<file path="src/design/gsdf_pixel_mapper_macros.svh">
// assertion helpers shared by the gsdf block
`ifndef GSDF_PIXEL_MAPPER_MACROS_SVH
`define GSDF_PIXEL_MAPPER_MACROS_SVH

// same-cycle implication
`define GSDF_ASSERT_IMP(label, ante, cons) \
  label: assert property (@(posedge clk) disable iff (rst) (ante) |-> (cons)) \
    else $error("gsdf assertion failed");

// next-cycle implication
`define GSDF_ASSERT_NXT(label, ante, cons) \
  label: assert property (@(posedge clk) disable iff (rst) (ante) |=> (cons)) \
    else $error("gsdf assertion failed");

`endif

</file>
<file path="src/design/gsdf_pkg.sv">
package gsdf_pkg;

  localparam logic signed [63:0] Q_ONE = 64'sh0000_0001_0000_0000;
  localparam logic signed [63:0] Q_MAX = 64'sh7FFF_FFFF_FFFF_FFFF;
  localparam logic signed [64:0] SMAX65 = {1'b0, Q_MAX};

  // polynomial coefficients, nearest 2^-32
  localparam logic signed [63:0] CA = 64'sd307081863787;
  localparam logic signed [63:0] CB = 64'sd406274069064;
  localparam logic signed [63:0] CC = 64'sd180010896943;
  localparam logic signed [63:0] CD = 64'sd42196766911;
  localparam logic signed [63:0] CE = 64'sd1210124516;
  localparam logic signed [63:0] CF = -64'sd5101757575;
  localparam logic signed [63:0] CG = -64'sd773710398;
  localparam logic signed [63:0] CH = 64'sd631828301;
  localparam logic signed [63:0] CH7 = 64'sd7 * CH;
  localparam logic signed [63:0] LN2_Q = 64'sd2977044472;

  localparam int NEWTON_MAX = 50;
  localparam int LN_SQUARINGS = 32;
  localparam int DIV_STEPS = 96;
  localparam int LUT_ENTRIES_DEF = 256;
  localparam int LUM_FRAC_BITS_DEF = 8;

  localparam logic [1:0] REG_ENABLED = 2'd0;
  localparam logic [1:0] REG_LUM_MIN = 2'd1;
  localparam logic [1:0] REG_LUM_MAX = 2'd2;
  localparam logic [1:0] REG_LUM_AMBIENT = 2'd3;

  typedef struct packed {
    logic               start;
    logic signed [63:0] a;
    logic signed [63:0] b;
  } op_req_t;

  function automatic logic [63:0] mag(input logic signed [63:0] a);
    return a[63] ? 64'(-a) : 64'(a);
  endfunction

  function automatic logic signed [63:0] sat_clip(input logic signed [64:0] s);
    if (s > SMAX65) return Q_MAX;
    else if (s < -SMAX65) return -Q_MAX;
    else return s[63:0];
  endfunction

  function automatic logic signed [63:0] sat_add(input logic signed [63:0] a,
                                                 input logic signed [63:0] b);
    logic signed [64:0] s;
    s = {a[63], a} + {b[63], b};
    return sat_clip(s);
  endfunction

  function automatic logic signed [63:0] sat_sub(input logic signed [63:0] a,
                                                 input logic signed [63:0] b);
    logic signed [64:0] s;
    s = {a[63], a} - {b[63], b};
    return sat_clip(s);
  endfunction

  // horner coefficient after step k, for the value or the derivative
  function automatic logic signed [63:0] poly_coef(input logic dj, input logic [2:0] k);
    case ({dj, k})
      4'b0000: return CG;
      4'b0001: return CF;
      4'b0010: return CE;
      4'b0011: return CD;
      4'b0100: return CC;
      4'b0101: return CB;
      4'b0110: return CA;
      4'b1000: return 64'sd6 * CG;
      4'b1001: return 64'sd5 * CF;
      4'b1010: return 64'sd4 * CE;
      4'b1011: return 64'sd3 * CD;
      4'b1100: return 64'sd2 * CC;
      4'b1101: return CB;
      default: return 64'sd0;
    endcase
  endfunction

endpackage

</file>
<file path="src/design/gsdf_div.sv">
module gsdf_div import gsdf_pkg::*; (
  input  logic               clk,
  input  logic               rst,
  input  op_req_t            req,
  output logic               done,
  output logic signed [63:0] y
);

  logic          busy;
  logic [6:0]    cnt;
  logic [63:0]   num;
  logic [63:0]   den;
  logic [63:0]   rem;
  logic [63:0]   q;
  logic          ovf;
  logic          neg;
  logic [64:0]   rem_sh;
  logic          ge;
  logic signed [63:0] r;

  // restoring division of (a << 32) by b, one quotient bit per cycle
  assign rem_sh = {rem, num[63]};
  assign ge     = rem_sh >= {1'b0, den};
  assign r      = (ovf || q[63]) ? Q_MAX : q;

  always_ff @(posedge clk) begin
    if (rst) begin
      busy <= 1'b0;
      cnt  <= 7'd0;
      done <= 1'b0;
    end else begin
      done <= 1'b0;
      if (req.start) begin
        num  <= mag(req.a);
        den  <= mag(req.b);
        neg  <= req.a[63] ^ req.b[63];
        rem  <= '0;
        q    <= '0;
        ovf  <= 1'b0;
        cnt  <= 7'd0;
        busy <= 1'b1;
      end else if (busy) begin
        if (cnt < 7'(DIV_STEPS)) begin
          num <= {num[62:0], 1'b0};
          rem <= ge ? 64'(rem_sh - {1'b0, den}) : rem_sh[63:0];
          ovf <= ovf | q[63] | q[62];
          q   <= {q[62:0], ge};
          cnt <= cnt + 7'd1;
        end else begin
          y    <= neg ? -r : r;
          done <= 1'b1;
          busy <= 1'b0;
        end
      end
    end
  end

endmodule

</file>
<file path="config.mk">
export PLATFORM = sky130hd
export DESIGN_NAME = gsdf_div
export DESIGN_NICKNAME = d
export VERILOG_FILES = /design/src/design/gsdf_pixel_mapper_macros.svh /design/src/design/gsdf_pkg.sv /design/src/design/gsdf_div.sv
export SDC_FILE = /design/constraint.sdc
export NUM_CORES = 1
export LEC_CHECK = 0
export ABC_CLOCK_PERIOD_IN_PS = 11000
export BUFFER_PORTS_ARGS = -buffer_cell sky130_fd_sc_hd__buf_4
export CORE_MARGIN = 4
export CORE_UTILIZATION = 50
export CTS_CLUSTER_DIAMETER = 80
export DETAILED_ROUTE_END_ITERATION = 8
export GPL_TIMING_DRIVEN = 0
export HOLD_SLACK_MARGIN = 0.05
export MAX_ROUTING_LAYER = met4
export PLACE_DENSITY = 0.72
export SYNTH_ARGS = -nofsm -noshare
export SYNTH_HDL_FRONTEND = slang
export SYNTH_SLANG_ARGS = --single-unit
</file>
<file path="constraint.sdc">
create_clock -name clk -period 11 [get_ports clk]
set_clock_uncertainty 0.2 [all_clocks]
set_input_delay 1.65 -clock clk [delete_from_list [all_inputs] [get_ports clk]]
set_output_delay 1.65 -clock clk [all_outputs]
set_load 0.02 [all_outputs]
</file>
==> impl_metrics.tcl <==
set metrics [dict create \
    fin_tns_setup_ps 0 \
    finalPower_uw 3560 \
    diodes 0 \
    synth_ff_type "edfxtp_1" \
    hp-class "register to register" \
    hold_depth 2 \
    multi_input_area_um2 9920 \
    drt-total-wl_mm 55.2 \
    postCtsHoldBufs 0 \
    ff_latch_area_um2 9850 \
    top_level_ports 196 \
    worst_slew_pin_slew_ps 996 \
    core-area_um2 40100 \
    cts-root-buf "clkbuf_16" \
    synth.top_cell.area_share_pct 47.2 \
    wl_per_cell_um 19.0 \
    via_per_inst 5.94 \
    arrival_ps 5830 \
    syn_inst 2113 \
    cp.depth 15 \
    maxCapViolCount 0 \
    cts_tree "built" \
    crit_family "simple AND/OR/NAND/NOR gates" \
    placed_area_um2 22800 \
    synth.distinct_cells 68 \
    die_area_um2 44300 \
    postRouteAntennaNets 0 \
    cts_buffers 37 \
    crit_type "register to register" \
    cp-end-kind "register" \
    clock.fmax_mhz 175 \
    clock_path_buffers 3 \
    holdWs_ps 307 \
    gr-total-overflow 0 \
    synthArstFlopShare_pct 0 \
    setup_viol 0 \
    finalHoldViolations 0 \
    status "completed" \
    crit_chain "or2_1 -> buf_6 -> clkbuf_1 -> clkbuf_1 -> nor2_1 -> ha_1 -> nand3b_1 -> or4b_1 -> or4_1 -> clkbuf_1 -> or4_1 -> or2_2 -> or3_1 -> or2_1 -> a221o_1" \
    required_ps 11110 \
    path_buf_inv 4 \
    path_clk_slew_ps 60 \
    hpwl_mm 41.7 \
    yosys-top-cells-count "322 x edfxtp_1, 225 x nand2_1, 195 x a21oi_1" \
    ir_drop_mv 0.0914 \
    groute.usage.overall_pct 24.8 \
    reg2regPathDepth 15 \
    initial_utilization_pct 51.1 \
    r2r-start "ovf" \
    post-route-drc-count 0 \
    finalInstanceArea_um2 23900 \
    cp-start-kind "register" \
    via_count 17223 \
    utilization_pct 59.6 \
    synth-seq-area-share_pct 48.1 \
    drt_first_pass_iters 8 \
    period_share_pct 52.0 \
    antenna_found_initial 0 \
    cp_max_fo 10 \
    startpoint "ovf" \
    fp.dieH_um 210 \
    rsz0062_at_grt "no" \
    yosys.area.top_type "edfxtp_1" \
    first_global_vias 16470 \
    finalCriticalPeriod_ps 5720 \
    final_net_count 2553 \
    gp_congestion 0.941 \
    nFillCells 3468 \
    yosys_warnings 0 \
    syn_avg_cell_area_um2 9.70 \
    htreeDepth 2 \
    drive_gt1_share_pct 12.8 \
    synth-seq-cells 331 \
    relSlewSlack_pct 33.6 \
    grt_max_degree 36 \
    clk-insertion-delay-late_ps 560 \
    area_delta_synth_final_pct 16.6 \
    cpPeakStageDelay_ps 590 \
    synth_edf_count 322 \
    dieWidth_um 210 \
    cp_slowest_cell "or4b_1" \
    p_leak_uw 0.00898 \
    grt_pass1_wl_mm 86.9 \
    cts_sinks 331 \
    cts_resized 0 \
    rows 73 \
    syn-cell-area_um2 20500 \
    cts_setup_buffers 0 \
    syn_nets 2313 \
    drv_slew 0 \
    crit_top_cell "clkbuf_1" \
    holdCritStartpoint "cnt[6]" \
    synth_area_leaders "edfxtp_1 47%, a21oi_1 4.8%, xor2_1 4.7%, ha_1 4.2%, nand2_1 4.1%" \
    dr.first_iter.drc_count 1533 \
    p_per_area_nw_per_um2 149 \
    io_buffer_count 192 \
    yosysMostFrequentCell "edfxtp_1" \
]
per-layer routing:
| metal | track usage, % | vias to the layer above | routed length [um] |
|---|---|---|---|
| li1 | - | 8211 | - |
| met1 | 34.6 | 8252 | 24500 |
| met4 | 6.06 | 0 | 1110 |
| met2 | 38.8 | 669 | 25600 |
| met3 | 3.59 | 91 | 3930 |
| met5 | - | - | 0 |
registers in the layout (all words and copies together), names as in the netlist:
| name | count |
|---|---|
| num | 64 |
| q | 64 |
| done | 1 |
| ovf | 1 |
| den | 64 |
| cnt | 7 |
| busy | 1 |
| rem | 64 |
| neg | 1 |
| y | 64 |
logic make-up after synthesis:
| logic type | after synthesis | share of synthesized area, % |
|---|---|---|
| compound gates | 537 | 16.2 |
| buf+inv | 196 | 3.66 |
| flops | 331 | 48.1 |
| fa+ha+maj | 69 | 4.25 |
| xor+xnor | 206 | 8.80 |
| simple gates | 757 | 18.1 |
| mux | 17 | 0.910 |
worst paths after layout:
| kind | end | slack (ps) |
|---|---|---|
| max | y[60] | 5280 |
| min | cnt[6] | 310 |
| max reg2reg | y[60] | 5280 |
| min reg2reg | cnt[6] | 310 |
cell usage in the layout (no fill, tap or decap), types with 21 or more instances in the layout:
master and n:
clkbuf_16 37, a21oi_1 195, buf_4 192, nand4_1 29, inv_1 100, xor2_1 111, nor2b_1 72, ha_1 68
nor4_1 21, clkbuf_1 95, o311ai_0 24, xnor2_1 95, or3_1 39, or4_1 28, o31ai_1 36, o41ai_1 24
nor2_1 184, o21ai_0 132, edfxtp_1 322, nand2_1 225, a21o_1 37, nor3_1 48, nand3_1 31
report_power, final:
part	internal (uW)	total, uW	switching (uW)
combinational	326	867	541
clock	643	1140	501
sequential	1500	1550	45.1
area by class of cell:
| class | instances | share of cell area, % |
|---|---|---|
| buffer | 96 | 1.57 |
| clock buffer | 43 | 3.97 |
| clock inverter | 18 | 0.607 |
| inverter | 100 | 1.57 |
| multi-input combinational | 1586 | 41.5 |
| sequential | 331 | 41.2 |
| tap | 525 | 2.75 |
| timing repair buffer | 201 | 6.82 |
stage by stage:
step | setup slack (ps) | std cells
finish | 5280 | 2900
floorplan | 2770 | 2113
detailed placement | 5220 | 2839
global route | 5050 | 2900
global placement | 18.1 | 2830
CTS | 5280 | 2900
worst min-delay path, delay by kind of cell, from the launching register on:
| kind | cells | cell delay, ps |
|---|---|---|
| DFF | 1 | 350 |
| and+or+nand+nor | 2 | 130 |
No activity file was read; power rests on OpenSTA's default activity.
