## config.mk

```make
export PLATFORM = sky130hd
export DESIGN_NAME = gsdf_mul
export DESIGN_NICKNAME = d
export VERILOG_FILES = /design/src/design/gsdf_pixel_mapper_macros.svh /design/src/design/gsdf_pkg.sv /design/src/design/gsdf_mul.sv
export SDC_FILE = /design/constraint.sdc
export NUM_CORES = 2
export LEC_CHECK = 0
export BUFFER_PORTS_ARGS = -buffer_cell sky130_fd_sc_hd__buf_2
export CAP_MARGIN = 0
export CORE_ASPECT_RATIO = 2
export CORE_UTILIZATION = 39
export CTS_CLUSTER_DIAMETER = 200
export DETAILED_ROUTE_END_ITERATION = 8
export PLACE_DENSITY_LB_ADDON = 0.1
export SLEW_MARGIN = 20
export SYNTH_ARGS = -nofsm -noshare
export SYNTH_HDL_FRONTEND = slang
export SYNTH_SLANG_ARGS = --single-unit
```

## constraint.sdc

```tcl
create_clock -name clk -period 9.6 [get_ports clk]
set_input_delay 0.48 -clock clk [delete_from_list [all_inputs] [get_ports clk]]
set_output_delay 0.48 -clock clk [all_outputs]
set_load 0.02 [all_outputs]
```

## src/design/gsdf_pixel_mapper_macros.svh

```systemverilog
// assertion helpers shared by the gsdf block
`ifndef GSDF_PIXEL_MAPPER_MACROS_SVH
`define GSDF_PIXEL_MAPPER_MACROS_SVH

// same-cycle implication
`define GSDF_ASSERT_IMP(label, ante, cons) \
  label: assert property (@(posedge clk) disable iff (rst) (ante) |-> (cons)) \
    else $error("gsdf assertion failed");

// next-cycle implication
`define GSDF_ASSERT_NXT(label, ante, cons) \
  label: assert property (@(posedge clk) disable iff (rst) (ante) |=> (cons)) \
    else $error("gsdf assertion failed");

`endif

```

## src/design/gsdf_pkg.sv

```systemverilog
package gsdf_pkg;

  localparam logic signed [63:0] Q_ONE = 64'sh0000_0001_0000_0000;
  localparam logic signed [63:0] Q_MAX = 64'sh7FFF_FFFF_FFFF_FFFF;
  localparam logic signed [64:0] SMAX65 = {1'b0, Q_MAX};

  // polynomial coefficients, nearest 2^-32
  localparam logic signed [63:0] CA = 64'sd307081863787;
  localparam logic signed [63:0] CB = 64'sd406274069064;
  localparam logic signed [63:0] CC = 64'sd180010896943;
  localparam logic signed [63:0] CD = 64'sd42196766911;
  localparam logic signed [63:0] CE = 64'sd1210124516;
  localparam logic signed [63:0] CF = -64'sd5101757575;
  localparam logic signed [63:0] CG = -64'sd773710398;
  localparam logic signed [63:0] CH = 64'sd631828301;
  localparam logic signed [63:0] CH7 = 64'sd7 * CH;
  localparam logic signed [63:0] LN2_Q = 64'sd2977044472;

  localparam int NEWTON_MAX = 50;
  localparam int LN_SQUARINGS = 32;
  localparam int DIV_STEPS = 96;
  localparam int LUT_ENTRIES_DEF = 256;
  localparam int LUM_FRAC_BITS_DEF = 8;

  localparam logic [1:0] REG_ENABLED = 2'd0;
  localparam logic [1:0] REG_LUM_MIN = 2'd1;
  localparam logic [1:0] REG_LUM_MAX = 2'd2;
  localparam logic [1:0] REG_LUM_AMBIENT = 2'd3;

  typedef struct packed {
    logic               start;
    logic signed [63:0] a;
    logic signed [63:0] b;
  } op_req_t;

  function automatic logic [63:0] mag(input logic signed [63:0] a);
    return a[63] ? 64'(-a) : 64'(a);
  endfunction

  function automatic logic signed [63:0] sat_clip(input logic signed [64:0] s);
    if (s > SMAX65) return Q_MAX;
    else if (s < -SMAX65) return -Q_MAX;
    else return s[63:0];
  endfunction

  function automatic logic signed [63:0] sat_add(input logic signed [63:0] a,
                                                 input logic signed [63:0] b);
    logic signed [64:0] s;
    s = {a[63], a} + {b[63], b};
    return sat_clip(s);
  endfunction

  function automatic logic signed [63:0] sat_sub(input logic signed [63:0] a,
                                                 input logic signed [63:0] b);
    logic signed [64:0] s;
    s = {a[63], a} - {b[63], b};
    return sat_clip(s);
  endfunction

  // horner coefficient after step k, for the value or the derivative
  function automatic logic signed [63:0] poly_coef(input logic dj, input logic [2:0] k);
    case ({dj, k})
      4'b0000: return CG;
      4'b0001: return CF;
      4'b0010: return CE;
      4'b0011: return CD;
      4'b0100: return CC;
      4'b0101: return CB;
      4'b0110: return CA;
      4'b1000: return 64'sd6 * CG;
      4'b1001: return 64'sd5 * CF;
      4'b1010: return 64'sd4 * CE;
      4'b1011: return 64'sd3 * CD;
      4'b1100: return 64'sd2 * CC;
      4'b1101: return CB;
      default: return 64'sd0;
    endcase
  endfunction

endpackage

```

## src/design/gsdf_mul.sv

```systemverilog
module gsdf_mul import gsdf_pkg::*; (
  input  logic               clk,
  input  logic               rst,
  input  op_req_t            req,
  output logic               done,
  output logic signed [63:0] y
);

  logic          busy;
  logic [2:0]    phase;
  logic [63:0]   ua;
  logic [63:0]   ub;
  logic          neg;
  logic [63:0]   pp;
  logic [1:0]    pp_kind;
  logic          pp_vld;
  logic [127:0]  acc;
  logic [31:0]   opa;
  logic [31:0]   opb;
  logic [63:0]   prod;
  logic [127:0]  pp_sh;
  logic          ovf;
  logic [63:0]   pmag;
  logic signed [63:0] r;

  // partial products: lo*lo, lo*hi, hi*lo, hi*hi
  assign opa  = phase[1] ? ua[63:32] : ua[31:0];
  assign opb  = phase[0] ? ub[63:32] : ub[31:0];
  assign prod = opa * opb;

  always_comb begin
    case (pp_kind)
      2'd0:    pp_sh = {64'b0, pp};
      2'd3:    pp_sh = {pp, 64'b0};
      default: pp_sh = {32'b0, pp, 32'b0};
    endcase
  end

  assign ovf  = |acc[127:96];
  assign pmag = acc[95:32];
  assign r    = (ovf || pmag[63]) ? Q_MAX : pmag;

  always_ff @(posedge clk) begin
    if (rst) begin
      busy   <= 1'b0;
      phase  <= 3'd0;
      pp_vld <= 1'b0;
      done   <= 1'b0;
    end else begin
      done <= 1'b0;
      if (req.start) begin
        ua     <= mag(req.a);
        ub     <= mag(req.b);
        neg    <= req.a[63] ^ req.b[63];
        acc    <= '0;
        phase  <= 3'd0;
        pp_vld <= 1'b0;
        busy   <= 1'b1;
      end else if (busy) begin
        if (phase < 3'd4) begin
          pp      <= prod;
          pp_kind <= phase[1:0];
          pp_vld  <= 1'b1;
        end else begin
          pp_vld <= 1'b0;
        end
        if (pp_vld) acc <= acc + pp_sh;
        if (phase == 3'd5) begin
          y    <= neg ? -r : r;
          done <= 1'b1;
          busy <= 1'b0;
        end else begin
          phase <= phase + 3'd1;
        end
      end
    end
  end

endmodule

```

==> flow_metrics.tcl <==
set metrics [dict create \
    status "finished clean" \
    cp_top_family "adder cells" \
    reg2reg_slack_ns 0.21 \
    core_sq_mm 0.150 \
    cp_data_required_time_ns 9.97 \
    min_path_type "primary input to flip-flop" \
    critical_path.max_stage_delay_ns 0.61 \
    grt_pass1_vias 52599 \
    clk_latency_ns 0.65 \
    end_kind "flip-flop" \
    clk_path_buf_depth 3 \
    final_nets 8048 \
    firstDrtPassIters 7 \
    async_flop_share 0 \
    post-cts-setup-buffers 0 \
    slew_headroom 0.194 \
    yosysSeqAreaShare 0.198 \
    fin_crit_sh 0.978 \
    drive_above_1_share 0.0954 \
    fmax_ghz 0.107 \
    routedWlPerCell_um 29.4 \
    slew_viol_final 0 \
    dp_slack_ns -0.234 \
    h-tree-depth 2 \
    final_antenna_net_count 0 \
    synth-main-ff-cell "edfxtp_1" \
    crit_arrival_ns 9.76 \
    drc 0 \
    start_kind "flip-flop" \
    cp_max_fo 19 \
    setup_violations 0 \
    grt_max_degree 129 \
    netlist_instances 6498 \
    worst_slew_pin_slew_ns 1.21 \
    num_rows 201 \
    clock_sink_count 393 \
    die_w_um 277 \
    hold_viol_final 0 \
    antenna_found_initial 5 \
    vias 48414 \
    gp_congestion 1.03 \
    maxCapViolations 0 \
    grt_first_pass_wirelength_mm 357 \
    wirelength_mm 252 \
    yosysWarningCount 0 \
    die_area_sq_mm 0.153 \
    tritoncts.num_buffers 42 \
    ys_ff_latch 393 \
    rsz0062_at_grt "no" \
    synth.net_count 7923 \
    port_buffers 195 \
    syn_avg_cell_area_sq_um 9.10 \
    fillers 14794 \
    initial_core_util 0.394 \
    synth.distinct_cells 73 \
    finalWorstSetupSlack_ns 0.215 \
    cpMaxStageDelayCell "a21oi_1" \
    crit_top_cell "fa_1" \
    hpwl_mm 209 \
    cts_tree "done" \
    worst-setup-path-type "flip-flop to flip-flop" \
    synthToLayoutAreaGrowth_pct 9.76 \
    clock_skew_ns 0.0399 \
    vias_per_cell 5.64 \
    fin_crit_ns 9.39 \
    synth-edff-count 387 \
    drt-initial-drc-count 2837 \
    ctsRootBufferMaster "clkbuf_16" \
    syn_area_sq_mm 0.0592 \
    met1_usage 0.275 \
    worst-path-buf-inv 10 \
    grt.total_usage 0.329 \
    gr-total-overflow 0 \
    grt.busiest_layer "met2" \
    clk_pin_slew_ns 0.09 \
    io_pins 196 \
    grtUsageMet3 0.0436 \
    dieHeight_um 553 \
    grtUsageMet2 0.628 \
]
-- metrics by stage --
stage | hold WS, ns | area [sq um] | TNS [ns] | instances | util
3_3_place_gp | 0.485 | 63500 | -0.607 | 8507 | 0.423
2_1_floorplan | 0.463 | 59200 | 0 | 6498 | -
3_5_place_dp | 0.492 | 63500 | -0.866 | 8507 | 0.423
5_1_grt | 0.0492 | 64900 | 0 | 8585 | 0.432
6_report | 0.0614 | 64900 | 0 | 8587 | 0.433
4_1_cts | 0.0241 | 64900 | 0 | 8582 | 0.432
-- worst reg2reg max path, delay by kind of cell, from the launching register on --
kind            cells  cell delay [ns]
simple gates        2             0.28
mux                 1             0.35
xor+xnor            1             0.09
fa+ha+maj           9             4.54
compound gates      7             1.77
flops               1             0.59
buf+inv            10             1.47
-- cell usage after synthesis (all sizes together), types with 26 or more instances --
cell type,number,share of area
and2,72,0.0076
fa,897,0.30
o21ai,215,0.018
nor3,64,0.0055
a21oi,289,0.024
xnor2,244,0.036
o21bai,58,0.0074
or3,55,0.0062
buf,26,0.0017
mux2,65,0.012
inv,932,0.059
nand4,79,0.0084
nor4,34,0.0036
edfxtp,387,0.20
nand2b,37,0.0039
ha,397,0.084
clkbuf,290,0.018
nand3,33,0.0028
nand2,707,0.045
nor2b,28,0.0030
or4,34,0.0045
mux2i,64,0.011
o31ai,52,0.0066
xor2,98,0.015
nor2,917,0.058
a21o,102,0.013
a22o,62,0.0092
-- path summary, 6_finish.rpt --
kind         cells past startpoint                  end             startpoint
min reg2reg                      2  pp_vld$_SDFFE_PN0P_    pp_vld$_SDFFE_PN0P_
min                              1      ub[0]$_DFFE_PP_                 req[0]
max                             30     pp[56]$_DFFE_PP_  phase[1]$_SDFFE_PN0P_
max reg2reg                     30     pp[56]$_DFFE_PP_  phase[1]$_SDFFE_PN0P_
-- state kept, by name, summed over array words and instances (netlist names) --
signal,cells
acc,128
busy,1
pp,64
ua,64
pp_vld,1
ub,64
phase,3
y,64
pp_kind,2
neg,1
done,1
-- timing repair --
action,CTS,global route
hold endpoints to repair,0,0
hold buffers,0,0
resized for setup,2,6
endpoints found under the setup margin,4,7
-- cell families (layout without fill, tap and decap cells) --
group / after synthesis / count (layout) / synth area share
mux: 129 / 129 / 0.0232
xor+xnor: 342 / 342 / 0.0506
other cells: 0 / 5 / 0
buf+inv: 1248 / 1404 / 0.0792
simple gates: 2126 / 2126 / 0.156
fa+ha+maj: 1294 / 1294 / 0.387
compound gates: 966 / 966 / 0.105
flops: 393 / 393 / 0.198
-- routing by layer --
layer | wire [um] | part of all wire
met5 | 23 | 0.000091
met4 | 33000 | 0.13
met3 | 10900 | 0.043
met2 | 135000 | 0.53
met1 | 73300 | 0.29
-- placed cells by master, fill, tap and decap left out, drive strengths merged, types with 62 or more instances in the layout --
master    n
and2     72
a21oi   289
inv     933
xor2     98
xnor2   244
mux2i    64
mux2     65
nand2   707
nor3     64
nor2    917
buf     397
ha      397
o21ai   215
a22o     62
nand4    79
a21o    102
edfxtp  387
fa      897
-- final cells by class --
type	count	area (sq um)	area share
well taps	1928	2410	0.0371
flip-flops and latches	393	11700	0.181
clock buffers	46	1090	0.0167
multi-input cells	4857	43100	0.664
inverters	932	3500	0.0539
clock inverters	29	280	0.00432
repair buffers	397	2800	0.0431
diodes	5	12.5	0.000193
Power is left out: the tool's default activity adds up to more than one toggle a clock period on the data nets, which glitch-free logic cannot reach.
